--- src/rtl/pid_controller_anti_windup_defines.svh ---
// Assertion macros for the PID controller block.
// Included by the RTL files that carry concurrent assertions; needs i_clk and i_rst_n in scope.
`ifndef PID_CONTROLLER_ANTI_WINDUP_DEFINES_SVH
`define PID_CONTROLLER_ANTI_WINDUP_DEFINES_SVH

// The consequent must hold in the same cycle as the antecedent.
`define PIDAW_ASSERT_SAME(lbl, ante, cons, msg) \
    lbl: assert property (@(posedge i_clk) disable iff (!i_rst_n) (ante) |-> (cons)) \
        else $error(msg);

// The consequent must hold in the cycle after the antecedent.
`define PIDAW_ASSERT_NEXT(lbl, ante, cons, msg) \
    lbl: assert property (@(posedge i_clk) disable iff (!i_rst_n) (ante) |=> (cons)) \
        else $error(msg);

`endif

--- src/rtl/pidaw_pkg.sv ---
// Package for the PID controller with conditional-integration anti-windup.
// Holds widths, register indexes, reset values and the sequencer state type; no dependencies.
package pidaw_pkg;

    localparam int OUTPUT_MAX_DEF = 1023;
    localparam int SUM_WIDTH_DEF  = 32;

    localparam int SAMPLE_W    = 10;
    localparam int PERIOD_W    = 10;
    localparam int GAIN_W      = 15;
    localparam int DRIVE_W     = 10;
    localparam int ERR_W       = 11;
    localparam int DIFF_W      = 12;
    localparam int IN_TDATA_W  = 24;
    localparam int OUT_TDATA_W = 16;
    localparam int CFG_IDX_W   = 2;
    localparam int CFG_DATA_W  = 15;

    localparam int HALF_W    = 20;
    localparam int MAG_W     = 2 * HALF_W;
    localparam int MUL_A_W   = 25;
    localparam int MUL_P_W   = MUL_A_W + HALF_W;
    localparam int DIV_W     = 26;
    localparam int DIVCNT_W  = 5;
    localparam int TERM_W    = MUL_P_W + HALF_W + 1;
    localparam int ISAT_W    = 51;
    localparam int ACC_W     = 53;

    localparam logic [TERM_W-1:0] TERM_LIMIT = TERM_W'(64'd1 << 50);

    localparam logic [PERIOD_W-1:0] PERIOD_RST = PERIOD_W'(10);
    localparam logic [GAIN_W-1:0]   KI_RST     = GAIN_W'(100);
    localparam logic [GAIN_W-1:0]   KP_RST     = GAIN_W'(1);
    localparam logic [GAIN_W-1:0]   KD_RST     = GAIN_W'(0);

    typedef enum logic [CFG_IDX_W-1:0] {
        REG_PERIOD = 2'd0,
        REG_KI     = 2'd1,
        REG_KP     = 2'd2,
        REG_KD     = 2'd3
    } t_cfg_reg;

    typedef enum logic [3:0] {
        S_IDLE,
        S_SUM,
        S_KI,
        S_KD,
        S_ILO,
        S_IHI,
        S_IADD,
        S_ISAT,
        S_DIV,
        S_FIN,
        S_OUT
    } t_pid_state;

endpackage

--- src/rtl/pid_controller_anti_windup.sv ---
// PID controller with conditional-integration anti-windup and a clamped 10-bit drive.
// Depends on pidaw_pkg and pid_controller_anti_windup_defines.svh.
//
// Each request carries a measured value and a setpoint and yields one drive value.
// A request runs from acceptance to the result register, and the next request is taken
// in the cycle after the result is loaded, so a new request waits until the last one is
// through, and longer while the output side does not keep up. The work is five
// passes through one shared 25x20 multiplier and a 26-step restoring divider for the
// derivative term. The input is not ready while a request is in work. Write the
// configuration registers only while the block is idle.
`include "pid_controller_anti_windup_defines.svh"

module pid_controller_anti_windup #(
    parameter int OUTPUT_MAX = pidaw_pkg::OUTPUT_MAX_DEF,
    parameter int SUM_WIDTH  = pidaw_pkg::SUM_WIDTH_DEF
) (
    input  logic                               i_clk,
    input  logic                               i_rst_n,
    input  logic                               i_cfg_wr_en,
    input  logic [pidaw_pkg::CFG_IDX_W-1:0]    i_cfg_index,
    input  logic [pidaw_pkg::CFG_DATA_W-1:0]   i_cfg_wdata,
    input  logic                               s_axis_tvalid,
    output logic                               s_axis_tready,
    // Fields from bit 0: measured[9:0], setpoint[19:10], zero fill.
    input  logic [pidaw_pkg::IN_TDATA_W-1:0]   s_axis_tdata,
    output logic                               m_axis_tvalid,
    input  logic                               m_axis_tready,
    // Fields from bit 0: drive[9:0], zero fill.
    output logic [pidaw_pkg::OUT_TDATA_W-1:0]  m_axis_tdata
);
    import pidaw_pkg::*;

    localparam logic signed [ACC_W-1:0] L_OUT_MAX = ACC_W'(OUTPUT_MAX);
    localparam logic signed [ACC_W-1:0] L_ZERO    = '0;
    localparam logic signed [SUM_WIDTH-1:0] L_SUM_MAX = {1'b0, {(SUM_WIDTH-1){1'b1}}};
    localparam logic signed [SUM_WIDTH-1:0] L_SUM_MIN = {1'b1, {(SUM_WIDTH-1){1'b0}}};

    t_pid_state r_state, n_state;

    logic [PERIOD_W-1:0] r_period;
    logic [GAIN_W-1:0]   r_ki, r_kp, r_kd;

    logic signed [ERR_W-1:0]     r_err, r_prev_err;
    logic signed [DIFF_W-1:0]    r_diff;
    logic signed [SUM_WIDTH-1:0] r_sum;
    logic                        r_int_ok;

    logic [MUL_P_W-1:0]  r_mul, r_ilo;
    logic [MUL_A_W-1:0]  r_gain;
    logic [MAG_W-1:0]    r_mag;
    logic                r_ineg;
    logic [TERM_W-1:0]   r_itot;
    logic signed [ACC_W-1:0] r_acc;

    logic [DIV_W-1:0]    r_dwork;
    logic [PERIOD_W-1:0] r_drem;
    logic [DIVCNT_W-1:0] r_dcnt;

    logic                r_out_valid;
    logic [DRIVE_W-1:0]  r_drive;

    logic [SAMPLE_W-1:0]       w_meas, w_setp;
    logic signed [ERR_W-1:0]   w_err;
    logic signed [DIFF_W-1:0]  w_diff;
    logic                      w_accept, w_out_load;
    logic signed [SUM_WIDTH:0] w_sum_ext;
    logic signed [SUM_WIDTH-1:0] w_sum_sat;
    logic [ERR_W-1:0]          w_err_abs;
    logic [DIFF_W-1:0]         w_diff_abs;
    logic [SUM_WIDTH-1:0]      w_sum_abs;
    logic [MUL_A_W-1:0]        w_mul_a;
    logic [HALF_W-1:0]         w_mul_b;
    logic [MUL_P_W-1:0]        w_mul;
    logic signed [ACC_W-1:0]   w_kp_term, w_i_term, w_d_term;
    logic [ISAT_W-1:0]         w_isat;
    logic [PERIOD_W:0]         w_trial;
    logic                      w_qbit;
    logic [PERIOD_W-1:0]       w_rem;
    logic [DIV_W-1:0]          w_quot;
    logic signed [ACC_W-1:0]   w_y;

    assign w_meas   = s_axis_tdata[SAMPLE_W-1:0];
    assign w_setp   = s_axis_tdata[2*SAMPLE_W-1:SAMPLE_W];
    assign w_err    = $signed({1'b0, w_setp}) - $signed({1'b0, w_meas});
    assign w_diff   = $signed({w_err[ERR_W-1], w_err})
                    - $signed({r_prev_err[ERR_W-1], r_prev_err});
    assign w_accept = s_axis_tvalid && s_axis_tready;
    assign w_out_load = (r_state == S_OUT) && (!r_out_valid || m_axis_tready);

    assign s_axis_tready = (r_state == S_IDLE);
    assign m_axis_tvalid = r_out_valid;
    assign m_axis_tdata  = {{(OUT_TDATA_W-DRIVE_W){1'b0}}, r_drive};

    always_comb begin
        w_sum_ext = $signed({r_sum[SUM_WIDTH-1], r_sum})
                  + $signed({{(SUM_WIDTH+1-ERR_W){r_err[ERR_W-1]}}, r_err});
        if (w_sum_ext[SUM_WIDTH] != w_sum_ext[SUM_WIDTH-1]) begin
            w_sum_sat = w_sum_ext[SUM_WIDTH] ? L_SUM_MIN : L_SUM_MAX;
        end else begin
            w_sum_sat = w_sum_ext[SUM_WIDTH-1:0];
        end
    end

    assign w_err_abs  = r_err[ERR_W-1] ? (~r_err + 1'b1) : r_err;
    assign w_diff_abs = r_diff[DIFF_W-1] ? (~r_diff + 1'b1) : r_diff;
    assign w_sum_abs  = r_sum[SUM_WIDTH-1] ? (~r_sum + 1'b1) : r_sum;

    always_comb begin
        case (r_state)
            S_SUM: begin
                w_mul_a = MUL_A_W'(r_kp);
                w_mul_b = HALF_W'(w_err_abs);
            end
            S_KI: begin
                w_mul_a = MUL_A_W'(r_ki);
                w_mul_b = HALF_W'(r_period);
            end
            S_KD: begin
                w_mul_a = MUL_A_W'(r_kd);
                w_mul_b = HALF_W'(w_diff_abs);
            end
            S_ILO: begin
                w_mul_a = r_gain;
                w_mul_b = r_mag[HALF_W-1:0];
            end
            S_IHI: begin
                w_mul_a = r_gain;
                w_mul_b = r_mag[MAG_W-1:HALF_W];
            end
            default: begin
                w_mul_a = '0;
                w_mul_b = '0;
            end
        endcase
    end

    assign w_mul = MUL_P_W'(w_mul_a) * MUL_P_W'(w_mul_b);

    assign w_kp_term = r_err[ERR_W-1] ? -$signed(ACC_W'(r_mul[MUL_A_W-1:0]))
                                      : $signed(ACC_W'(r_mul[MUL_A_W-1:0]));
    assign w_isat    = (r_itot > TERM_LIMIT) ? ISAT_W'(TERM_LIMIT) : r_itot[ISAT_W-1:0];
    assign w_i_term  = r_ineg ? -$signed(ACC_W'(w_isat)) : $signed(ACC_W'(w_isat));
    assign w_quot    = (r_period == '0) ? '0 : r_dwork;
    assign w_d_term  = r_diff[DIFF_W-1] ? -$signed(ACC_W'(w_quot)) : $signed(ACC_W'(w_quot));

    always_comb begin
        w_trial = {r_drem, r_dwork[DIV_W-1]};
        w_qbit  = (w_trial >= {1'b0, r_period});
        if (w_qbit) begin
            w_rem = PERIOD_W'(w_trial - {1'b0, r_period});
        end else begin
            w_rem = w_trial[PERIOD_W-1:0];
        end
    end

    always_comb begin
        if (r_acc > L_OUT_MAX) begin
            w_y = L_OUT_MAX;
        end else if (r_acc <= L_ZERO) begin
            w_y = L_ZERO;
        end else begin
            w_y = r_acc;
        end
    end

    always_comb begin
        n_state = r_state;
        case (r_state)
            S_IDLE: begin
                if (s_axis_tvalid) n_state = S_SUM;
            end
            S_SUM:  n_state = S_KI;
            S_KI:   n_state = S_KD;
            S_KD:   n_state = S_ILO;
            S_ILO:  n_state = S_IHI;
            S_IHI:  n_state = S_IADD;
            S_IADD: n_state = S_ISAT;
            S_ISAT: n_state = S_DIV;
            S_DIV: begin
                if (r_dcnt == DIVCNT_W'(DIV_W-1)) n_state = S_FIN;
            end
            S_FIN:  n_state = S_OUT;
            S_OUT: begin
                if (w_out_load) n_state = S_IDLE;
            end
            default: n_state = S_IDLE;
        endcase
    end

    always_ff @(posedge i_clk) begin
        if (!i_rst_n) begin
            r_state     <= S_IDLE;
            r_period    <= PERIOD_RST;
            r_ki        <= KI_RST;
            r_kp        <= KP_RST;
            r_kd        <= KD_RST;
            r_sum       <= '0;
            r_prev_err  <= '0;
            r_int_ok    <= 1'b1;
            r_out_valid <= 1'b0;
            r_dcnt      <= '0;
        end else begin
            r_state <= n_state;
            if (i_cfg_wr_en) begin
                case (i_cfg_index)
                    REG_PERIOD: r_period <= i_cfg_wdata[PERIOD_W-1:0];
                    REG_KI:     r_ki     <= i_cfg_wdata;
                    REG_KP:     r_kp     <= i_cfg_wdata;
                    REG_KD:     r_kd     <= i_cfg_wdata;
                    default: ;
                endcase
            end
            if (w_accept) begin
                r_prev_err <= w_err;
            end
            if ((r_state == S_SUM) && r_int_ok) begin
                r_sum <= w_sum_sat;
            end
            if (r_state == S_ILO) begin
                r_dcnt <= '0;
            end else if (r_state == S_DIV) begin
                r_dcnt <= r_dcnt + 1'b1;
            end
            if (w_out_load) begin
                r_out_valid <= 1'b1;
                r_int_ok    <= (r_acc > L_ZERO) && (r_acc < L_OUT_MAX);
            end else if (m_axis_tready) begin
                r_out_valid <= 1'b0;
            end
        end
    end

    always_ff @(posedge i_clk) begin
        r_mul <= w_mul;
        if (w_accept) begin
            r_err  <= w_err;
            r_diff <= w_diff;
        end
        case (r_state)
            S_KI: begin
                r_acc <= w_kp_term;
            end
            S_KD: begin
                r_gain <= r_mul[MUL_A_W-1:0];
                r_mag  <= MAG_W'(w_sum_abs);
                r_ineg <= r_sum[SUM_WIDTH-1];
            end
            S_ILO: begin
                r_dwork <= r_mul[DIV_W-1:0];
                r_drem  <= '0;
            end
            S_IHI: begin
                r_ilo <= r_mul;
            end
            S_IADD: begin
                r_itot <= TERM_W'({r_mul, {HALF_W{1'b0}}}) + TERM_W'(r_ilo);
            end
            S_ISAT: begin
                r_acc <= r_acc + w_i_term;
            end
            S_DIV: begin
                r_dwork <= {r_dwork[DIV_W-2:0], w_qbit};
                r_drem  <= w_rem;
            end
            S_FIN: begin
                r_acc <= r_acc + w_d_term;
            end
            default: ;
        endcase
        if (w_out_load) begin
            r_drive <= w_y[DRIVE_W-1:0];
        end
    end

    `PIDAW_ASSERT_NEXT(a_accept_starts, w_accept, r_state == S_SUM, "accepted request did not start")
    `PIDAW_ASSERT_NEXT(a_windup_hold, (r_state == S_SUM) && !r_int_ok, $stable(r_sum), "sum moved while held")
    `PIDAW_ASSERT_SAME(a_result_src, $rose(m_axis_tvalid), $past(r_state) == S_OUT, "result outside output step")

endmodule
--- config.mk ---
export PLATFORM = sky130hd
export DESIGN_NAME = pid_controller_anti_windup
export DESIGN_NICKNAME = d
export VERILOG_FILES = /design/src/rtl/pidaw_pkg.sv /design/src/rtl/pid_controller_anti_windup.sv
export VERILOG_INCLUDE_DIRS = /design/src /design/src/rtl
export SDC_FILE = /design/constraint.sdc
export NUM_CORES = 2
export LEC_CHECK = 0
export ABC_AREA = 1
export BUFFER_PORTS_ARGS = -buffer_cell sky130_fd_sc_hd__buf_2
export CORE_ASPECT_RATIO = 0.9
export CORE_MARGIN = 2
export CORE_UTILIZATION = 59
export DETAILED_ROUTE_END_ITERATION = 8
export GPL_TIMING_DRIVEN = 0
export HOLD_SLACK_MARGIN = 0.05
export PLACE_DENSITY = 0.73
export SYNTH_ARGS = -nofsm -noshare
export SYNTH_HDL_FRONTEND = slang
export SYNTH_SLANG_ARGS = --single-unit
--- constraint.sdc ---
create_clock -name i_clk -period 14.35 [get_ports i_clk]
set_input_delay 0.7175 -clock i_clk [delete_from_list [all_inputs] [get_ports i_clk]]
set_output_delay 0.7175 -clock i_clk [all_outputs]
set_load 0.03 [all_outputs]
==> impl_metrics.toml <==
[finish]
stdcell_area_mm2 = 0.0491
area_delta_synth_final_pct = 7.40
layout.nets = 6743
layout_commonest_cell = "inv_1"
drive_gt1_frac = 0.0547
mostFrequentLayoutCells = "1122 x inv_1, 1055 x nand2_1, 695 x nor2_1"
fill_cells = 6863

[sta]
fin_crit_ns = 10.44
fmax_mhz = 95.8
rsz0062_at_grt = "no"
final_max_slew_viol_count = 8
tns_ns = 0
hold_viol = 0
setup_viol = 0
tightest_slew_ns = 1.57
max-slew-margin-rel = -0.0486
skew_ns = 0.0334
fin_crit_sh = 0.727

[pwr]
p_clk_frac = 0.193
p_int_mw = 3.51
power.total_mw = 6.67
p_per_area_mw_per_mm2 = 136
leakagePower_nw = 23.6
power_frac_comb = 0.500
switchingPower_mw = 3.16
seq_power_share = 0.307
peakVddDrop_mv = 0.162
switching_share = 0.474

[routing]
dr.pass1.iters = 6
wl_per_cell_um = 20.5
ant_nets = 0
routed_wl_mm = 144
drt_iter0_drc = 4154
vias_per_cell = 5.73
drc_errors = 0
via_count = 40403

[hold_path]
worstHoldPathType = "flip-flop to flip-flop"

[run_status]
violations = "max-capacitance violations, max-slew violations"
status = "finished with violations"

[clock_network]
clk_pin_slew_ns = 0.06
cts_sinks = 445
cts-root-buf = "clkbuf_16"
cts_tree = "yes"
postCtsSetupRepairBufs = 0
clock_path_buffers = 3
cts_hold_buf = 0
clk_latency_ns = 0.62
htreeDepth = 2
cts_resized = 0
cts_buffers = 49

[global_routing]
grt_pass1_wl_mm = 223
antenna_found_initial = 5
gr-total-overflow = 0
grt_pass1_vias = 38917
grt_max_degree = 38
grtUsageTotal = 0.363

[floorplanning]
die_w_um = 297
boundaryPins = 64
rows = 96
dieArea_mm2 = 0.0797
start_util = 0.598
die_h_um = 268
core_area_mm2 = 0.0765

[setup_path]
critical_path_class = "flip-flop to flip-flop"
reg2reg_slack_ns = 3.91
max_stage_delay_ns = 1.15
worstPathRequired_ns = 14.89
startpoint_type = "flip-flop"
arrival_ns = 10.98
path_common_cell = "fa_1"
cp_slowest_cell = "o221ai_1"
path_max_fanout = 23
crit_path_end_kind = "flip-flop"

[synthesis]
ys_seq_area_frac = 0.259
synth_ff_type = "edfxtp_1"
yosys_warnings = 0
ys_ff_latch = 445
synth_edf_count = 291
async_flop_share = 0
syn_area_mm2 = 0.0457
yosysUniqueCellTypes = 69
syn_inst = 5862
synth.avg_cell_area_um2 = 7.80

[place]
gp_congestion = 1.02
place_area_mm2 = 0.0475
port-buffer-count = 52
dp_hpwl_mm = 117

[run]
cap_violations = 1
-- synthesized netlist by cell type, drive strengths merged, types with 79 or more instances --
cell    number  area (um2)
xor2       138        1210
xnor2       79         692
nand2     1072        4080
inv       1142        4290
nand3      135         701
a21oi      435        2360
clkbuf     133         499
fa         416        8330
o21ai      398        2060
edfxtp     291        8740
nor2       730        2850
dfxtp      154        3080
ha         303        3790
-- cell families (layout without fill, tap and decap cells) --
family / count (synthesis) / in the layout / share of synthesized area
and+or+nand+nor: 2122 / 2122 / 0.193
buffers and inverters: 1322 / 1474 / 0.112
AOI/OAI and AO/OA: 1036 / 1036 / 0.130
adders and majority gates: 719 / 719 / 0.265
DFF: 445 / 445 / 0.259
xor gates and xnor gates: 217 / 217 / 0.0416
other: 1 / 8 / 0.0000820
-- stage by stage --
step | util | setup slack, ns | cells | hold WS [ns]
after detailed placement | 0.621 | 4.24 | 6956 | 0.405
final | 0.642 | 3.91 | 7050 | 0.403
after global placement | 0.618 | 2.88 | 6948 | 0.401
after floorplan | - | 5.48 | 5867 | 0.400
after global routing | 0.642 | 3.58 | 7048 | 0.424
after CTS | 0.642 | 4.20 | 7048 | 0.402
-- area by class of cell --
type	instances	area (um2)	area share
multi-input cells	4100	28800	0.587
flip-flops and latches	445	11800	0.241
inverters	1149	4310	0.0878
clock buffers	60	1330	0.0270
well taps	1029	1290	0.0262
plain buffers	173	805	0.0164
repair buffers	60	407	0.00828
clock inverters	32	299	0.00609
diodes	2	5.00	0.000102
-- state kept, by name, summed over array words and instances, names as in the netlist, 12 cells and up --
| signal | cells |
|---|---|
| r_sum | 32 |
| r_gain | 25 |
| r_ilo | 45 |
| r_kp | 15 |
| r_itot | 66 |
| r_mag | 32 |
| r_dwork | 26 |
| r_acc | 53 |
| r_kd | 15 |
| r_diff | 12 |
| r_ki | 15 |
| r_mul | 45 |
-- power groups by stage --
stage	combinational, mW	clock [mW]	sequential (mW)
finish	3.34	1.29	2.05
global route	3.67	1.34	2.06
CTS	3.27	1.30	2.03
detailed placement	3.24	0	2.06
global placement	3.15	0	2.07
floorplan	2.33	0	1.93
-- worst paths after layout --
path,startpoint,to,cells after the start
setup / recovery,r_err[10]$_DFFE_PP_,r_mul[41]$_DFF_P_,32
hold / removal,r_ilo[7]$_DFFE_PN_,r_itot[7]$_DFFE_PP_,0
setup reg to reg,r_err[10]$_DFFE_PP_,r_mul[41]$_DFF_P_,32
hold reg to reg,r_ilo[7]$_DFFE_PN_,r_itot[7]$_DFFE_PP_,0
-- worst max-delay path: cells and delay by family, from the launching register on --
kind	cells	cell delay (ns)
AO/OA/AOI/OAI	4	1.79
XOR/XNOR	1	0.16
adder cells (fa/ha/maj)	8	4.12
buffers and inverters	9	2.04
flip-flops	1	1.02
AND/OR/NAND/NOR	10	1.21
-- per-layer routing --
metal	part of all wire	GRT usage	up-vias
li1	-	-	18898
met1	0.41	0.491	19224
met2	0.44	0.578	1919
met3	0.10	0.0780	354
met4	0.040	0.133	8
met5	0.00044	0	-
No activity file was read; power rests on OpenSTA's default activity.
